File: src/design/cal_pkg.sv
// Shared constants, codes and types for the cursor array list.
`default_nettype none

package cal_pkg;

    localparam int CAPACITY   = 256;
    localparam int DATA_WIDTH = 32;
    localparam int ADDR_W     = $clog2(CAPACITY);
    localparam int CNT_W      = $clog2(CAPACITY + 1);

    localparam int MODE_W  = 4;
    localparam int VALUE_W = 32;
    localparam int POS_W   = 8;
    localparam int OUT_CNT_W = 9;
    localparam int STATUS_W  = 3;

    localparam logic [MODE_W-1:0] MODE_CLEAR       = 4'd0;
    localparam logic [MODE_W-1:0] MODE_APPEND      = 4'd1;
    localparam logic [MODE_W-1:0] MODE_INSERT      = 4'd2;
    localparam logic [MODE_W-1:0] MODE_REMOVE      = 4'd3;
    localparam logic [MODE_W-1:0] MODE_START       = 4'd4;
    localparam logic [MODE_W-1:0] MODE_END         = 4'd5;
    localparam logic [MODE_W-1:0] MODE_NEXT        = 4'd6;
    localparam logic [MODE_W-1:0] MODE_PREV        = 4'd7;
    localparam logic [MODE_W-1:0] MODE_MOVE_TO     = 4'd8;
    localparam logic [MODE_W-1:0] MODE_READ_AT     = 4'd9;
    localparam logic [MODE_W-1:0] MODE_READ_CURSOR = 4'd10;

    localparam logic [STATUS_W-1:0] ST_OK           = 3'd0;
    localparam logic [STATUS_W-1:0] ST_NO_ELEMENT   = 3'd1;
    localparam logic [STATUS_W-1:0] ST_BEFORE_START = 3'd2;
    localparam logic [STATUS_W-1:0] ST_PAST_END     = 3'd3;
    localparam logic [STATUS_W-1:0] ST_FULL         = 3'd4;

    // Request from the sequencer to the element memory.
    typedef struct packed {
        logic                  we;
        logic [ADDR_W-1:0]     waddr;
        logic [DATA_WIDTH-1:0] wdata;
        logic [ADDR_W-1:0]     raddr;
    } mem_req_t;

endpackage

`default_nettype wire

File: src/design/cal_ctrl.sv
// Operation sequencer: decodes commands, shifts the list tail and builds results.
`default_nettype none

module cal_ctrl
    import cal_pkg::*;
(
    input  wire logic                  clk,
    input  wire logic                  rst_n,
    input  wire logic                  start,
    input  wire logic [MODE_W-1:0]     mode,
    input  wire logic [VALUE_W-1:0]    value,
    input  wire logic [POS_W-1:0]      position,
    input  wire logic [DATA_WIDTH-1:0] mem_rdata,
    output mem_req_t                   mem_req,
    output logic                       busy,
    output logic                       done,
    output logic [VALUE_W-1:0]         read_value,
    output logic [OUT_CNT_W-1:0]       cursor,
    output logic [OUT_CNT_W-1:0]       count,
    output logic [STATUS_W-1:0]        status
);

    localparam logic [2:0] S_IDLE     = 3'd0;
    localparam logic [2:0] S_RD       = 3'd1;
    localparam logic [2:0] S_INS      = 3'd2;
    localparam logic [2:0] S_INS_LAST = 3'd3;
    localparam logic [2:0] S_INS_PUT  = 3'd4;
    localparam logic [2:0] S_REM_RD   = 3'd5;
    localparam logic [2:0] S_REM      = 3'd6;
    localparam logic [2:0] S_REM_LAST = 3'd7;

    logic [2:0]            state_reg,   state_next;
    logic [CNT_W-1:0]      cursor_reg,  cursor_next;
    logic [CNT_W-1:0]      count_reg,   count_next;
    logic [ADDR_W-1:0]     ptr_reg,     ptr_next;
    logic [ADDR_W-1:0]     wr_addr_reg, wr_addr_next;
    logic                  pend_reg,    pend_next;
    logic [DATA_WIDTH-1:0] val_reg,     val_next;
    logic [VALUE_W-1:0]    rd_val_reg,  rd_val_next;
    logic [STATUS_W-1:0]   status_reg,  status_next;
    logic                  done_reg,    done_next;

    logic [CNT_W:0]        cursor_inc;
    logic [CNT_W-1:0]      pos_ext;
    logic [ADDR_W-1:0]     cursor_addr;
    logic [ADDR_W-1:0]     last_addr;

    assign cursor_inc  = (CNT_W+1)'(cursor_reg) + (CNT_W+1)'(1);
    assign pos_ext     = CNT_W'(position);
    assign cursor_addr = cursor_reg[ADDR_W-1:0];
    assign last_addr   = ADDR_W'(count_reg - CNT_W'(1));

    always_comb
    begin
        state_next    = state_reg;
        cursor_next   = cursor_reg;
        count_next    = count_reg;
        ptr_next      = ptr_reg;
        wr_addr_next  = wr_addr_reg;
        pend_next     = pend_reg;
        val_next      = val_reg;
        rd_val_next   = rd_val_reg;
        status_next   = status_reg;
        done_next     = 1'b0;
        mem_req.we    = 1'b0;
        mem_req.waddr = cursor_addr;
        mem_req.wdata = val_reg;
        mem_req.raddr = cursor_addr;

        case (state_reg)
            S_IDLE:
            begin
                if (start)
                begin
                    status_next = ST_OK;
                    rd_val_next = '0;
                    done_next   = 1'b1;
                    case (mode)
                        MODE_CLEAR:
                        begin
                            count_next  = '0;
                            cursor_next = '0;
                        end
                        MODE_APPEND:
                        begin
                            if (count_reg == CNT_W'(CAPACITY))
                            begin
                                status_next = ST_FULL;
                            end
                            else
                            begin
                                mem_req.we    = 1'b1;
                                mem_req.waddr = count_reg[ADDR_W-1:0];
                                mem_req.wdata = DATA_WIDTH'(value);
                                count_next    = count_reg + CNT_W'(1);
                            end
                        end
                        MODE_INSERT:
                        begin
                            if (count_reg == CNT_W'(CAPACITY))
                            begin
                                status_next = ST_FULL;
                            end
                            else if (cursor_reg == count_reg)
                            begin
                                mem_req.we    = 1'b1;
                                mem_req.waddr = cursor_addr;
                                mem_req.wdata = DATA_WIDTH'(value);
                                count_next    = count_reg + CNT_W'(1);
                            end
                            else
                            begin
                                // Tail moves right, last element first.
                                done_next  = 1'b0;
                                val_next   = DATA_WIDTH'(value);
                                ptr_next   = last_addr;
                                pend_next  = 1'b0;
                                state_next = S_INS;
                            end
                        end
                        MODE_REMOVE:
                        begin
                            if (cursor_reg >= count_reg)
                            begin
                                status_next = ST_NO_ELEMENT;
                            end
                            else
                            begin
                                done_next     = 1'b0;
                                mem_req.raddr = cursor_addr;
                                state_next    = S_REM_RD;
                            end
                        end
                        MODE_START:
                        begin
                            cursor_next = '0;
                        end
                        MODE_END:
                        begin
                            cursor_next = count_reg;
                        end
                        MODE_NEXT:
                        begin
                            if (cursor_inc >= (CNT_W+1)'(count_reg))
                            begin
                                status_next = ST_PAST_END;
                            end
                            else
                            begin
                                cursor_next = cursor_inc[CNT_W-1:0];
                            end
                        end
                        MODE_PREV:
                        begin
                            if (cursor_reg == '0)
                            begin
                                status_next = ST_BEFORE_START;
                            end
                            else
                            begin
                                cursor_next = cursor_reg - CNT_W'(1);
                            end
                        end
                        MODE_MOVE_TO, MODE_READ_AT:
                        begin
                            if (pos_ext >= count_reg)
                            begin
                                status_next = ST_PAST_END;
                            end
                            else
                            begin
                                cursor_next = pos_ext;
                                if (mode == MODE_READ_AT)
                                begin
                                    done_next     = 1'b0;
                                    mem_req.raddr = ADDR_W'(position);
                                    state_next    = S_RD;
                                end
                            end
                        end
                        MODE_READ_CURSOR:
                        begin
                            if (cursor_reg >= count_reg)
                            begin
                                status_next = ST_NO_ELEMENT;
                            end
                            else
                            begin
                                done_next     = 1'b0;
                                mem_req.raddr = cursor_addr;
                                state_next    = S_RD;
                            end
                        end
                        default:
                        begin
                        end
                    endcase
                end
            end
            S_RD:
            begin
                rd_val_next = VALUE_W'(mem_rdata);
                done_next   = 1'b1;
                state_next  = S_IDLE;
            end
            S_INS:
            begin
                // Read one element per cycle and write the previous one back one place up.
                mem_req.raddr = ptr_reg;
                mem_req.we    = pend_reg;
                mem_req.waddr = wr_addr_reg;
                mem_req.wdata = mem_rdata;
                pend_next     = 1'b1;
                wr_addr_next  = ptr_reg + ADDR_W'(1);
                if (ptr_reg == cursor_addr)
                begin
                    state_next = S_INS_LAST;
                end
                else
                begin
                    ptr_next = ptr_reg - ADDR_W'(1);
                end
            end
            S_INS_LAST:
            begin
                mem_req.we    = 1'b1;
                mem_req.waddr = wr_addr_reg;
                mem_req.wdata = mem_rdata;
                state_next    = S_INS_PUT;
            end
            S_INS_PUT:
            begin
                mem_req.we    = 1'b1;
                mem_req.waddr = cursor_addr;
                mem_req.wdata = val_reg;
                count_next    = count_reg + CNT_W'(1);
                done_next     = 1'b1;
                state_next    = S_IDLE;
            end
            S_REM_RD:
            begin
                rd_val_next = VALUE_W'(mem_rdata);
                if (cursor_inc < (CNT_W+1)'(count_reg))
                begin
                    ptr_next   = cursor_addr + ADDR_W'(1);
                    pend_next  = 1'b0;
                    state_next = S_REM;
                end
                else
                begin
                    count_next = count_reg - CNT_W'(1);
                    done_next  = 1'b1;
                    state_next = S_IDLE;
                end
            end
            S_REM:
            begin
                // Tail moves left, first element first.
                mem_req.raddr = ptr_reg;
                mem_req.we    = pend_reg;
                mem_req.waddr = wr_addr_reg;
                mem_req.wdata = mem_rdata;
                pend_next     = 1'b1;
                wr_addr_next  = ptr_reg - ADDR_W'(1);
                if (ptr_reg == last_addr)
                begin
                    state_next = S_REM_LAST;
                end
                else
                begin
                    ptr_next = ptr_reg + ADDR_W'(1);
                end
            end
            S_REM_LAST:
            begin
                mem_req.we    = 1'b1;
                mem_req.waddr = wr_addr_reg;
                mem_req.wdata = mem_rdata;
                count_next    = count_reg - CNT_W'(1);
                done_next     = 1'b1;
                state_next    = S_IDLE;
            end
            default:
            begin
                state_next = S_IDLE;
            end
        endcase
    end

    always_ff @(posedge clk or negedge rst_n)
    begin
        if (!rst_n)
        begin
            state_reg  <= S_IDLE;
            cursor_reg <= '0;
            count_reg  <= '0;
            pend_reg   <= 1'b0;
            done_reg   <= 1'b0;
        end
        else
        begin
            state_reg  <= state_next;
            cursor_reg <= cursor_next;
            count_reg  <= count_next;
            pend_reg   <= pend_next;
            done_reg   <= done_next;
        end
    end

    always_ff @(posedge clk)
    begin
        ptr_reg     <= ptr_next;
        wr_addr_reg <= wr_addr_next;
        val_reg     <= val_next;
        rd_val_reg  <= rd_val_next;
        status_reg  <= status_next;
    end

    assign busy       = (state_reg != S_IDLE);
    assign done       = done_reg;
    assign read_value = rd_val_reg;
    assign cursor     = OUT_CNT_W'(cursor_reg);
    assign count      = OUT_CNT_W'(count_reg);
    assign status     = status_reg;

endmodule

`default_nettype wire

File: config.mk
export PLATFORM = sky130hd
export DESIGN_NAME = cal_ctrl
export DESIGN_NICKNAME = d
export VERILOG_FILES = /design/src/design/cal_pkg.sv /design/src/design/cal_ctrl.sv
export SDC_FILE = /design/constraint.sdc
export NUM_CORES = 1
export LEC_CHECK = 0
export ABC_AREA = 1
export BUFFER_PORTS_ARGS = -buffer_cell sky130_fd_sc_hd__clkbuf_2
export CAP_MARGIN = 30
export CELL_PAD_IN_SITES_DETAIL_PLACEMENT = 1
export CELL_PAD_IN_SITES_GLOBAL_PLACEMENT = 1
export CORE_ASPECT_RATIO = 1.5
export CORE_MARGIN = 3
export CORE_UTILIZATION = 36
export CTS_CLUSTER_SIZE = 14
export DETAILED_ROUTE_END_ITERATION = 8
export PLACE_DENSITY = 0.82
export SYNTH_ARGS = -nofsm -noshare
export SYNTH_HDL_FRONTEND = slang
export SYNTH_SLANG_ARGS = --single-unit
File: constraint.sdc
create_clock -name clk -period 3.62 [get_ports clk]
set_clock_uncertainty 0.1 [all_clocks]
set_input_delay 0.724 -clock clk [delete_from_list [all_inputs] [get_ports clk]]
set_output_delay 0.724 -clock clk [all_outputs]
set_load 0.01 [all_outputs]
==> flow_metrics.py <==
metrics = {
    "clock_tree": {
        "cts_tree": "built",
        "hold_buffers": 0,
        "clock_sinks": 106,
        "path_clk_slew_ns": 0.08,
        "ctsLongestPathBuffers": 2,
        "cts_max_level": 3,
        "clk_latency_ns": 0.37,
        "cts_root_buf": "clkbuf_16",
        "numCtsBuffers": 9,
    },
    "status": {
        "outcome": "complete, no violations",
    },
    "global_route": {
        "grt_pass1_wl_um": 51300,
        "grt_start_max_net_pins": 46,
        "antenna_found_initial": 0,
        "overflow": 0,
        "grt_pass1_vias": 9580,
        "grt.total_usage_pct": 26.5,
    },
    "worst_setup_path": {
        "timing.rr.end": "ptr_reg[5]",
        "cp_cell_sequence": "clkinvlp_4 > ha_4 > nand2_2 > nor2_1 > nand4_1 > a21boi_2 > nand2_4 > clkbuf_16 > nand2_2 > nand2_1 > nand2_1 > nand4_1 > buf_2",
        "critical_path_buf_inv_count": 3,
        "startpoint": "count[7]",
        "worstPathRequired_ns": 2.80,
        "reg2reg_depth": 17,
        "slowest_stage": "dfrtp_1",
        "rrSetupSlack_ns": 0.27,
        "worst_setup_path_end_kind": "primary output",
        "timing_worst_setup_path_type": "reg2out",
        "slowest_delay_ns": 0.43,
        "critical_path.startpoint_type": "flip-flop",
        "crit_family": "simple AND/OR/NAND/NOR gates",
        "path_depth": 13,
        "r2r_start": "cursor[1]",
        "crit_fanout": 8,
        "crit_end": "mem_req[26]",
        "crit_arrival_ns": 2.76,
    },
    "logic_synthesis": {
        "ys.flop_type": "edfxtp_1",
        "synth_warnings": 0,
        "synthArstFlopShare_pct": 21.7,
        "synth_area_leaders": "edfxtp_1 (30%), nand2_1 (19%), dfrtp_1 (6.9%)",
        "avgSynthCellArea_um2": 6.99,
        "synth_edf_count": 83,
        "ys_ff_latch": 106,
        "synth_area_mm2": 0.00836,
        "synth_top_area_share_pct": 29.8,
        "syn_inst": 1197,
        "synth_nets": 1309,
        "synth_top_area_cell": "edfxtp_1",
        "yosysSeqAreaShare_pct": 36.7,
        "synth.distinct_cells": 50,
    },
    "finish": {
        "final_area_mm2": 0.0107,
        "syn2layout_area_growth_pct": 27.3,
        "multi_input_area_mm2": 0.00479,
        "fin_cells": 1690,
        "seqCellArea_mm2": 0.00308,
        "layout-drive-gt1-share_pct": 27.4,
        "fin_nets": 1520,
        "num-fill-cells": 2960,
    },
    "timing": {
        "fin_crit_ns": 3.59,
        "min_period_over_period_pct": 99.1,
        "slew_violations": 0,
        "rsz0062_at_grt": "yes",
        "fmax_mhz": 279,
        "hold_viol": 0,
        "fin_ws_ns": 0.0314,
        "tightest_slew_ns": 0.812,
        "timing.slew.headroom_pct": 45.9,
        "setup_viol": 0,
        "holdWs_ns": 0.329,
    },
    "routing": {
        "routedWlPerCell_um": 20.5,
        "drt_iter0_drc": 554,
        "vias": 9324,
        "dr.pass1.iters": 5,
        "drc_errors": 0,
        "drt-total-wl_um": 34600,
        "vias_per_cell": 5.52,
        "ant_nets": 0,
    },
    "placed_design": {
        "post-place-ws_ns": 0.257,
        "dp_cells": 1654,
        "io_buffers": 182,
        "dpl_cell_area_mm2": 0.00976,
        "place_congestion": 0.915,
        "dp_hpwl_um": 25200,
    },
    "floorplanning": {
        "die_y_um": 193,
        "rows": 67,
        "pin_count": 183,
        "core_mm2": 0.0226,
        "die-area_mm2": 0.0251,
        "chipWidth_um": 130,
        "start_util_pct": 37.0,
    },
    "pwr": {
        "peakVddDrop_mv": 0.272,
        "cellPowerDensity_mw_per_mm2": 249,
        "p_leak_nw": 5.21,
    },
    "run": {
        "drv_cap": 0,
    },
    "hold_path": {
        "hp-class": "in2async",
    },
}
## cell type report
type                       count  area share (%)
clock buffer                   9            2.11
sequential                   106            28.9
inverter                     162            5.85
tap                          276            3.24
timing repair buffer         247            14.2
antenna                        1          0.0235
multi-input combinational    882            45.0
clock inverter                 7           0.787
## cells in the mapped netlist, drive strengths merged, types with 3 or more instances
| master | instances |
|---|---|
| a221oi | 5 |
| nor2 | 107 |
| xor2 | 22 |
| o22ai | 8 |
| clkbuf | 30 |
| ha | 33 |
| edfxtp | 83 |
| a22oi | 5 |
| a21oi | 63 |
| nand2 | 434 |
| o211ai | 11 |
| o31ai | 3 |
| nand3 | 54 |
| nand4 | 44 |
| nor3 | 12 |
| dfrtp | 23 |
| o2111ai | 6 |
| clkinv | 6 |
| xnor2 | 3 |
| a31oi | 4 |
| o21ai | 55 |
| inv | 156 |
| buf | 17 |
## routing by layer
metal | share of wire [%] | track usage, %
met5 | 0 | 0
met4 | 6.3 | 15.3
met3 | 4.4 | 2.77
met2 | 52 | 48.7
met1 | 37 | 28.9
## kinds of logic (layout without fill, tap and decap cells)
| family | after synthesis | after routing | synth area share (%) |
|---|---|---|---|
| buf+inv | 209 | 425 | 10.0 |
| compound gates | 165 | 165 | 12.0 |
| other cells | 0 | 1 | 0 |
| simple gates | 659 | 659 | 33.8 |
| flops | 106 | 106 | 36.7 |
| fa+ha+maj | 33 | 33 | 4.94 |
| xor+xnor | 25 | 25 | 2.62 |
## report_power, final
group | switching (mW) | internal (mW)
Clock | 0.527 | 0.552
Combinational | 0.162 | 0.103
Sequential | 0.00412 | 1.30
## per-stage QoR
stage          TNS, ns  power [mW]  util (%)
2_1_floorplan        0        1.45         -
3_3_place_gp         0        1.57      43.1
3_5_place_dp         0        1.58      43.1
4_1_cts              0        2.66      44.5
5_1_grt          -2.32        2.74      47.0
6_report             0        2.65      47.1
## cells in the final DEF (no fill, tap or decap), types with 29 or more instances in the layout
master    synthesis  layout
nand2_1         428     370
clkbuf_2          0     157
inv_1           148     145
nor2_1           96      94
edfxtp_1         83      83
a21oi_1          61      59
buf_4             0      59
nand3_1          50      50
nand4_1          43      43
nand2_2           5      42
o21ai_0          37      37
ha_1             33      29
## worst min path at each step
stage,cells past startpoint,start,endpoint,slack [ns]
after floorplan,0,rst_n,count[0],0.33
after global placement,2,pend_reg,pend_reg,0.44
after detailed placement,2,pend_reg,pend_reg,0.48
after CTS,1,rst_n,count[5],0.33
after global routing,1,rst_n,count[5],0.34
final,1,rst_n,count[5],0.33
## what timing repair did
item | 4_1_cts | 5_1_grt
endpoints found under the setup margin | 12 | 46
gates resized for setup | 3 | 130
buffers inserted | 0 | 15
cloned | 0 | 4
pin swaps | 0 | 10
Power figures use the tool's default switching activity.
